$ cat src/hw/rtl/u8dv_pkg.sv
package u8dv_pkg;

  localparam int OFFSET_WIDTH = 32;
  localparam int OUT_OFFSET_WIDTH = 32;

  localparam logic [2:0] ST_OK        = 3'd0;
  localparam logic [2:0] ST_BAD_LEAD  = 3'd1;
  localparam logic [2:0] ST_BAD_CONT  = 3'd2;
  localparam logic [2:0] ST_RANGE     = 3'd3;
  localparam logic [2:0] ST_OVERLONG  = 3'd4;
  localparam logic [2:0] ST_TRUNCATED = 3'd5;
  localparam logic [2:0] ST_FAILED    = 3'd6;

  localparam logic [20:0] CP_MAX       = 21'h10FFFF;
  localparam logic [20:0] SURR_LO      = 21'h00D800;
  localparam logic [20:0] SURR_HI      = 21'h00DFFF;
  localparam logic [20:0] MIN_THREE    = 21'h000800;
  localparam logic [20:0] MIN_FOUR     = 21'h010000;

  typedef struct packed {
    logic [20:0]             partial_value;
    logic [1:0]              bytes_remaining;
    logic [2:0]              sequence_length;
    logic [OFFSET_WIDTH-1:0] byte_position;
    logic [OFFSET_WIDTH-1:0] sequence_start;
    logic                    failed_flag;
  } dec_state_t;

  typedef struct packed {
    logic [20:0]                 code_point;
    logic [2:0]                  seq_size;
    logic [OUT_OFFSET_WIDTH-1:0] start_offset;
    logic [2:0]                  status;
    logic                        end_of_buffer;
  } dec_result_t;

  function automatic logic [OUT_OFFSET_WIDTH-1:0] clip_offset(
    logic [OFFSET_WIDTH-1:0] v
  );
    logic [OFFSET_WIDTH+OUT_OFFSET_WIDTH-1:0] w;
    logic [OFFSET_WIDTH+OUT_OFFSET_WIDTH-1:0] lim;
    w   = {{OUT_OFFSET_WIDTH{1'b0}}, v};
    lim = {{OFFSET_WIDTH{1'b0}}, {OUT_OFFSET_WIDTH{1'b1}}};
    if (w > lim) begin
      return {OUT_OFFSET_WIDTH{1'b1}};
    end
    return w[OUT_OFFSET_WIDTH-1:0];
  endfunction

endpackage

$ cat src/hw/rtl/u8dv_step.sv
module u8dv_step import u8dv_pkg::*; (
  input  dec_state_t  st,
  input  logic [7:0]  data_byte,
  input  logic        last_byte,
  output dec_state_t  st_next,
  output logic        emit,
  output dec_result_t res
);

  logic [OFFSET_WIDTH-1:0] pos;
  logic [1:0]              rem;
  logic [20:0]             lead_cp;
  logic                    bad;
  logic [20:0]             cp;
  logic [2:0]              chk;

  assign pos = st.byte_position;

  always_comb begin
    st_next = st;
    emit    = 1'b0;
    res     = '0;
    rem     = 2'd0;
    lead_cp = '0;
    bad     = 1'b0;
    cp      = '0;
    chk     = ST_OK;

    if (st.failed_flag) begin
      if (last_byte) begin
        emit              = 1'b1;
        res.start_offset  = clip_offset(st.sequence_start);
        res.status        = ST_FAILED;
        res.end_of_buffer = 1'b1;
      end
    end else if (st.bytes_remaining == 2'd0) begin
      st_next.sequence_start = pos;
      if (!data_byte[7]) begin
        emit              = 1'b1;
        res.code_point    = {13'd0, data_byte};
        res.seq_size      = 3'd1;
        res.start_offset  = clip_offset(pos);
        res.status        = ST_OK;
        res.end_of_buffer = last_byte;
      end else begin
        if (data_byte[7:5] == 3'b110) begin
          rem     = 2'd1;
          lead_cp = {16'd0, data_byte[4:0]};
          bad     = data_byte < 8'hC2;
        end else if (data_byte[7:4] == 4'b1110) begin
          rem     = 2'd2;
          lead_cp = {17'd0, data_byte[3:0]};
        end else if (data_byte[7:3] == 5'b11110) begin
          rem     = 2'd3;
          lead_cp = {18'd0, data_byte[2:0]};
          bad     = data_byte > 8'hF4;
        end else begin
          bad = 1'b1;
        end
        if (bad) begin
          emit                = 1'b1;
          res.start_offset    = clip_offset(pos);
          res.status          = ST_BAD_LEAD;
          res.end_of_buffer   = last_byte;
          st_next.failed_flag = 1'b1;
        end else if (last_byte) begin
          emit              = 1'b1;
          res.start_offset  = clip_offset(pos);
          res.status        = ST_TRUNCATED;
          res.end_of_buffer = 1'b1;
        end else begin
          st_next.partial_value   = lead_cp;
          st_next.bytes_remaining = rem;
          st_next.sequence_length = {1'b0, rem} + 3'd1;
        end
      end
    end else begin
      if (last_byte && st.bytes_remaining[1]) begin
        emit              = 1'b1;
        res.start_offset  = clip_offset(st.sequence_start);
        res.status        = ST_TRUNCATED;
        res.end_of_buffer = 1'b1;
      end else if (data_byte[7:6] != 2'b10) begin
        emit                = 1'b1;
        res.start_offset    = clip_offset(st.sequence_start);
        res.status          = ST_BAD_CONT;
        res.end_of_buffer   = last_byte;
        st_next.failed_flag = 1'b1;
      end else begin
        cp                      = {st.partial_value[14:0], data_byte[5:0]};
        st_next.partial_value   = cp;
        st_next.bytes_remaining = st.bytes_remaining - 2'd1;
        if (st.bytes_remaining == 2'd1) begin
          if (cp > CP_MAX || (cp >= SURR_LO && cp <= SURR_HI)) begin
            chk = ST_RANGE;
          end else if (st.sequence_length == 3'd3 && cp < MIN_THREE) begin
            chk = ST_OVERLONG;
          end else if (st.sequence_length == 3'd4 && cp < MIN_FOUR) begin
            chk = ST_OVERLONG;
          end
          emit              = 1'b1;
          res.start_offset  = clip_offset(st.sequence_start);
          res.status        = chk;
          res.end_of_buffer = last_byte;
          if (chk == ST_OK) begin
            res.code_point = cp;
            res.seq_size   = st.sequence_length;
          end else begin
            st_next.failed_flag = 1'b1;
          end
          st_next.partial_value   = '0;
          st_next.sequence_length = '0;
        end
      end
    end

    if (last_byte) begin
      st_next = '0;
    end else if (pos != {OFFSET_WIDTH{1'b1}}) begin
      st_next.byte_position = pos + {{(OFFSET_WIDTH-1){1'b0}}, 1'b1};
    end
  end

endmodule

$ cat src/hw/rtl/utf8_stream_decoder_validator.sv
// UTF-8 stream decoder and validator. Bytes of a buffer enter one per item on
// data_byte, with last_byte high on the final byte. A new byte is taken every
// cycle unless byte_stall is high; an accepted byte is registered in the input
// stage and decoded there, and its result, if any, is registered into the
// output registers when that stage advances. The rate is set by the
// combinational decode step, which updates the sequence state from one byte
// to the next. Each complete well-formed sequence gives one result with its
// code point, size and start offset; lead bytes and inner continuation bytes
// give none. The first error in a buffer gives one error result, later bytes
// are dropped and the final byte, unless it held the error, reports status 6.
// A stalled result holds the decode stage, and byte_stall rises only then.
module utf8_stream_decoder_validator import u8dv_pkg::*; (
  input  logic                        clk,
  input  logic                        rst,
  input  logic                        byte_valid,
  output logic                        byte_stall,
  input  logic [7:0]                  data_byte,
  input  logic                        last_byte,
  output logic                        result_valid,
  input  logic                        result_stall,
  output logic [20:0]                 code_point,
  output logic [2:0]                  seq_size,
  output logic [OUT_OFFSET_WIDTH-1:0] start_offset,
  output logic [2:0]                  status,
  output logic                        end_of_buffer
);

  logic        s1_valid;
  logic [7:0]  s1_byte;
  logic        s1_last;
  dec_state_t  st;
  dec_state_t  st_next;
  logic        emit;
  dec_result_t res;
  logic        advance;

  assign advance    = s1_valid && !(result_valid && result_stall);
  assign byte_stall = s1_valid && result_valid && result_stall;

  u8dv_step u_step (
    .st        (st),
    .data_byte (s1_byte),
    .last_byte (s1_last),
    .st_next   (st_next),
    .emit      (emit),
    .res       (res)
  );

  always_ff @(posedge clk) begin
    if (rst) begin
      s1_valid     <= 1'b0;
      st           <= '0;
      result_valid <= 1'b0;
    end else begin
      if (!byte_stall) begin
        s1_valid <= byte_valid;
      end
      if (advance) begin
        st           <= st_next;
        result_valid <= emit;
      end else if (result_valid && !result_stall) begin
        result_valid <= 1'b0;
      end
    end
  end

  always_ff @(posedge clk) begin
    if (byte_valid && !byte_stall) begin
      s1_byte <= data_byte;
      s1_last <= last_byte;
    end
    if (advance && emit) begin
      code_point    <= res.code_point;
      seq_size      <= res.seq_size;
      start_offset  <= res.start_offset;
      status        <= res.status;
      end_of_buffer <= res.end_of_buffer;
    end
  end

  a_ok_has_size: assert property (@(posedge clk) disable iff (rst)
    result_valid && status == ST_OK |-> seq_size != 3'd0)
    else $error("ok result without size");

  a_err_zero: assert property (@(posedge clk) disable iff (rst)
    result_valid && status != ST_OK |-> code_point == 21'd0 && seq_size == 3'd0)
    else $error("error result carries data");

  a_last_clears: assert property (@(posedge clk) disable iff (rst)
    advance && s1_last |=> st == '0)
    else $error("state not cleared after last byte");

  a_stall_cause: assert property (@(posedge clk) disable iff (rst)
    byte_stall |-> s1_valid && result_valid && result_stall)
    else $error("input stalled without a blocked result");

endmodule
$ cat config.mk
export PLATFORM = sky130hd
export DESIGN_NAME = utf8_stream_decoder_validator
export DESIGN_NICKNAME = d
export VERILOG_FILES = /design/src/hw/rtl/u8dv_pkg.sv /design/src/hw/rtl/u8dv_step.sv /design/src/hw/rtl/utf8_stream_decoder_validator.sv
export SDC_FILE = /design/constraint.sdc
export NUM_CORES = 1
export LEC_CHECK = 0
export BUFFER_PORTS_ARGS = -buffer_cell sky130_fd_sc_hd__clkbuf_2
export CAP_MARGIN = 20
export CORE_UTILIZATION = 45
export DETAILED_ROUTE_END_ITERATION = 6
export HOLD_SLACK_MARGIN = 0.05
export PLACE_DENSITY = 0.64
export SLEW_MARGIN = 20
export SYNTH_ARGS = -nofsm -noshare
export SYNTH_HDL_FRONTEND = slang
export SYNTH_HIERARCHICAL = 1
export SYNTH_SLANG_ARGS = --single-unit
export TNS_END_PERCENT = 5
$ cat constraint.sdc
create_clock -name clk -period 15.57 [get_ports clk]
set_clock_uncertainty 0.2 [all_clocks]
set_input_delay 0 -clock clk [delete_from_list [all_inputs] [get_ports clk]]
set_output_delay 0 -clock clk [all_outputs]
set_load 0.005 [all_outputs]
### After elaboration in Yosys (flattened, before gate mapping)

Cells that the tools add are included.

| word-level totals | value |
|---|---|
| flip-flop bits (word level) | 156 |
| output and inout bits | 62 |
| word-level logic and storage cells | 130 |

| cells by class | value |
|---|---|
| add/subtract/negate cells | 3 |
| magnitude comparators | 7 |
| eq/ne operators | 13 |
| mux-type cells | 67 |
| reduce and logical (&&, ||, !) cells | 25 |

Operator list:

| kind | count |
|---|---|
| 36-bit 2-to-1 mux | 7 |
| 20-bit 2-to-1 mux | 7 |
| 60-bit 2-to-1 mux | 2 |
| 32-bit 2-to-1 mux | 3 |
| 24-bit 2-to-1 mux | 3 |
| 33-bit 2-to-1 mux | 2 |
| 32-bit by 1-bit adder with 32-bit output, second input constant | 1 |
| 32-bit inequality test, second input constant | 1 |
| 15-bit 2-to-1 mux | 2 |
| 3-bit 2-to-1 mux | 10 |
| 1-bit 2-to-1 mux | 23 |
| 21-bit by 16-bit >= comparator with 1-bit output, second input constant | 1 |
| 21-bit greater-than comparator, second input constant | 1 |
| 21-bit by 16-bit less-or-equal comparator with 1-bit output, second input constant | 1 |
| 21-bit by 12-bit < comparator with 1-bit output, second input constant | 1 |
| 21-bit by 17-bit < comparator with 1-bit output, second input constant | 1 |
| 2-bit 2-to-1 mux | 6 |
| 1-bit logical AND | 11 |
| 10-bit 2-to-1 mux | 1 |
| 8-bit greater-than comparator, second input constant | 1 |
| 8-bit < comparator, second input constant | 1 |
| 7-bit AND reduction | 1 |
| 3-bit equality test, second input constant | 2 |
| 3-bit by 2-bit inequality test with 1-bit output, second input constant | 2 |
| 18 further kinds | 24 |

### Longest topological paths before layout

| logic depth | value |
|---|---|
| word-level depth | 18 |
| depth in mapped cells | 11 |
| depth with buffers taken out | 9 |

### Modules after synthesis

Netlist, hierarchy kept.

By module, submodules not included:

| module | times used | cells each | area an instance (um^2) |
|---|---|---|---|
| utf8_stream_decoder_validator | 1 | 475 | 6311.1 |
| u8dv_step | 1 | 502 | 2877.8 |

### Least setup slack after synthesis

OpenSTA, ideal clock, no wires.

| timing path | value |
|---|---|
| path kind | reg2reg |
| from | reg s1_byte[3] |
| to | reg code_point[0] (enable) |
| setup time | 0.498 ns |
| arrival time | 4.583 ns |
| data required time | 14.872 ns |
| setup slack | 10.289 ns |
| cell stages (with the launch flop) | 10 |
| clock period less this slack | 5.281 ns |
| path through | edfxtp_1 clkbuf_1 nor4_1 a21o_1 or2_1 clkbuf_1 o21a_1 or2_2 nand2_1 a21oi_1 |

| between the ends | value |
|---|---|
| word-level cells in the longest chain between the ends | 12 |

RTL lines:

| what | RTL line | RTL |
|---|---|---|
| from (decl) | utf8_stream_decoder_validator.sv:29 | `logic [7:0] s1_byte;` |
| from (signal assigned) | utf8_stream_decoder_validator.sv:69 | `s1_byte <= data_byte;` |
| 8-bit greater-than comparator / 5-bit equality test (equally long branches) | u8dv_step.sv:56, u8dv_step.sv:53 |  |
| 1-bit 2-to-1 mux | u8dv_step.sv:53 | `end else if (data_byte[7:3] == 5'b11110) begin` |
| 1-bit 2-to-1 mux | u8dv_step.sv:50 | `end else if (data_byte[7:4] == 4'b1110) begin` |
| 1-bit 2-to-1 mux * | u8dv_step.sv:46 | `if (data_byte[7:5] == 3'b110) begin` |
| 1-bit 2-to-1 mux * | u8dv_step.sv:38 | `if (!data_byte[7]) begin` |
| 1-bit 2-to-1 mux * | u8dv_step.sv:36 | `end else if (st.bytes_remaining == 2'd0) begin` |
| 1-bit 2-to-1 mux * | u8dv_step.sv:29 | `if (st.failed_flag) begin` |
| 1-bit 2-to-1 mux * | u8dv_step.sv:60 | `if (bad) begin` |
| 1-bit 2-to-1 mux * | u8dv_step.sv:38 |  |
| 1-bit 2-to-1 mux * | u8dv_step.sv:36 |  |
| 1-bit 2-to-1 mux * | u8dv_step.sv:29 |  |
| via emit | utf8_stream_decoder_validator.sv:33 | `logic emit;` |
| 1-bit logical AND * | utf8_stream_decoder_validator.sv:72 | `if (advance && emit) begin` |
| to (signal assigned) | utf8_stream_decoder_validator.sv:73 | `code_point <= res.code_point;` |
| to (decl) | utf8_stream_decoder_validator.sv:21 | `output logic [20:0] code_point,` |

Mark *: on every way through the listed nets, which the timed path passes. The rest lies on a longest branch. The select of a mux whose other input is x is not followed.
A chain may end at the register's enable or synchronous reset.

### Worst setup path in the final report

| timing path | value |
|---|---|
| from | reg s1_last |
| to | reg start_offset[7] (enable) |

| between the ends | value |
|---|---|
| word-level cells in the longest chain between the ends | 6 |

RTL lines:

| what | RTL line | RTL |
|---|---|---|
| from (decl) | utf8_stream_decoder_validator.sv:30 | `logic s1_last;` |
| from (signal assigned) | utf8_stream_decoder_validator.sv:70 | `s1_last <= last_byte;` |
| 1-bit 2-to-1 mux | u8dv_step.sv:30, u8dv_step.sv:66 |  |
| 1-bit 2-to-1 mux | u8dv_step.sv:60 |  |
| 1-bit 2-to-1 mux | u8dv_step.sv:38 |  |
| 1-bit 2-to-1 mux | u8dv_step.sv:36 |  |
| 1-bit 2-to-1 mux * | u8dv_step.sv:29 |  |
| via emit | utf8_stream_decoder_validator.sv:33 |  |
| 1-bit logical AND * | utf8_stream_decoder_validator.sv:72 |  |
| to (signal assigned) | utf8_stream_decoder_validator.sv:75 | `start_offset <= res.start_offset;` |
| to (decl) | utf8_stream_decoder_validator.sv:23 | `output logic [OUT_OFFSET_WIDTH-1:0] start_offset,` |

Mark *: on every way through the listed nets, which the timed path passes. The rest lies on a longest branch.

==> flow_summary_export.csv <==
group,metric,value,unit
outcome,outcome,"finished, final reports clean",
setup_path,critPathRequiredTime,15.42,ns
cts,cts_root_buf,"clkbuf_16",
setup_path,arrival,3.87,ns
power_and_ir_drop,power,0.927,mW
cts,clkLatencyLatePin,0.43,ns
timing,hold_violations,0,
timing,setup_viol,0,
place,place.port_buffers,74,
timing,finalCritPeriodShare,0.258,
cts,path_clk_slew,0.06,ns
final_layout,n_antenna_cell,0,
global_route,grt_pass1_vias,6243,
route,drc,0,
timing,min_period,4.01,ns
final_layout,area_growth,11.9,%
power_and_ir_drop,combPwrFrac,0.080,
cts,cts-resized-gates,0,
power_and_ir_drop,power_density,93.3,mW/mm^2
worst_hold_path,hold_start,"data_byte[1]",
route,wl_per_cell,15.5,um
floorplanning,die_height,142,um
global_route,grt_max_degree,113,
global_route,antenna_found_initial,0,
timing,fmax,249,MHz
yosys,syn_inst,947,
setup_path,cp-start-kind,"register",
final_layout,drive_gt1_frac,0.132,
cts,cts_tree,"done",
setup_path,r2r_slack,11.56,ns
setup_path,crit_type,"register to register",
timing,relSlewSlack,0.233,
place,post-dp-hpwl,12.0,mm
final_layout,fin_area,0.00993,mm^2
cts,cts_sinks,156,
global_route,grt_pass1_wl,32.2,mm
place,place_area,0.00923,mm^2
place,post-place-ws,11.54,ns
yosys,postSynthAreaPerCell,9.38,um^2
cts,clock_path_buffers,2,
floorplanning,core,0.0194,mm^2
setup_path,r2r-start,"s1_last$_DFFE_PP_",
timing,worst_slew_pin_slew,1.15,ns
yosys,synth_nets,964,
power_and_ir_drop,swShare,0.239,
setup_path,r2r_cells,10,
floorplanning,std_cell_rows,51,
cts,cts_buffers,17,
worst_hold_path,min_path_type,"input port to register",
power_and_ir_drop,power_frac_seq,0.480,
final_layout,final_common_cell,"nand2b_1",
floorplanning,initial_core_util,0.458,
timing,slew_violations,0,
power_and_ir_drop,p_leak,3.31,nW
place,globalplace.congestion,0.827,
power_and_ir_drop,p_clk_frac,0.440,
yosys,yosysWarnings,6,
route,first_iter_violations,673,
floorplanning,dieArea,0.0203,mm^2
route,via_per_inst,5.41,
cts,cts_hold_buffers,13,
worst_hold_path,holdPathEnd,"s1_byte[1]$_DFFE_PP_",
worst_hold_path,worst_hold_path.num_cells,2,
route,num_vias,6850,
setup_path,cp-end-kind,"register",
timing,rsz0062_at_grt,"false",
cts,h-tree-depth,4,
yosys,syn_area,0.00888,mm^2
global_route,grt_usage,0.199,
global_route,grt_overflow,0,
power_and_ir_drop,internal_power,0.705,mW
route,first_pass_iters,5,
timing,worst_slack,11.56,ns
floorplanning,pin_count,75,
timing,final.setup.tns,0,ns
final_layout,nets,1005,
power_and_ir_drop,vdd_ir_drop_max,0.0741,mV
setup_path,path_max_fanout,85,
route,drt_wl_total,19.6,mm
run,cap_violations,0,
floorplanning,die_x,142,um
final_layout,mostFrequentLayoutCells,"174 x nand2b_1, 100 x nand2_1, 88 x mux2i_1",
setup_path,rr_endpoint,"start_offset[7]$_DFFE_PP_",
route,ant_nets,0,
cts,cts_setup_buffers,0,
power_and_ir_drop,p_sw,0.222,mW
registers in the layout, summed over array words and instances, names as in the netlist:
register	count
st	85
end_of_buffer	1
s1_byte	8
s1_last	1
result_valid	1
code_point	21
status	3
s1_valid	1
seq_size	3
start_offset	32
routing by layer:
metal	up-vias	wire (um)	global-route usage	part of all wire
met4	0	257	0.0623	0.013
met1	3235	10000	0.293	0.51
met3	17	745	0.0299	0.038
met2	143	8580	0.300	0.44
met5	-	0	0	0
li1	3455	-	-	-
power groups by stage:
stage / clock (mW) / sequential [mW] / combinational [mW]
CTS: 0.418 / 0.445 / 0.0747
detailed placement: 0 / 0.454 / 0.0721
floorplan: 0 / 0.453 / 0.0552
global placement: 0 / 0.454 / 0.0715
global route: 0.432 / 0.446 / 0.0810
finish: 0.408 / 0.445 / 0.0744
worst max-delay path: stages (launching register included):
cell      delay, ns
edfxtp_1       0.32
buf_4          0.70
and2_1         0.42
nand2b_1       0.35
o21ai_0        0.12
nand2_1        0.09
buf_4          0.36
or2_2          0.18
nand2_1        0.09
a21oi_4        0.11
buf_4          0.63
stage by stage:
step	hold WS (ns)	instances	util
final	0.0821	1266	0.512
after global routing	0.0699	1266	0.512
after CTS	0.0626	1266	0.512
after detailed placement	-0.0185	1221	0.476
after global placement	-0.0216	1221	0.476
after floorplan	-0.101	947	-
worst max-delay path by stage:
stage,startpoint,to,slack (ns),cells past startpoint
2_1_floorplan,s1_byte[3]$_DFFE_PP_,code_point[0]$_DFFE_PP_,10.29,9
3_3_place_gp,s1_last$_DFFE_PP_,start_offset[8]$_DFFE_PP_,11.59,10
3_5_place_dp,s1_last$_DFFE_PP_,start_offset[7]$_DFFE_PP_,11.54,10
4_1_cts,s1_last$_DFFE_PP_,start_offset[7]$_DFFE_PP_,11.54,10
5_1_grt,s1_last$_DFFE_PP_,start_offset[5]$_DFFE_PP_,11.26,10
6_report,s1_last$_DFFE_PP_,start_offset[7]$_DFFE_PP_,11.56,10
final cells by class:
class	instances	area (um^2)
fillers	1853	9460
multi-input cells	705	4590
flip-flops and latches	156	3810
repair buffers	98	586
clock buffers	19	433
well taps	265	332
clock inverters	13	143
inverters	10	37.5
(Power assumes the default switching activity.)
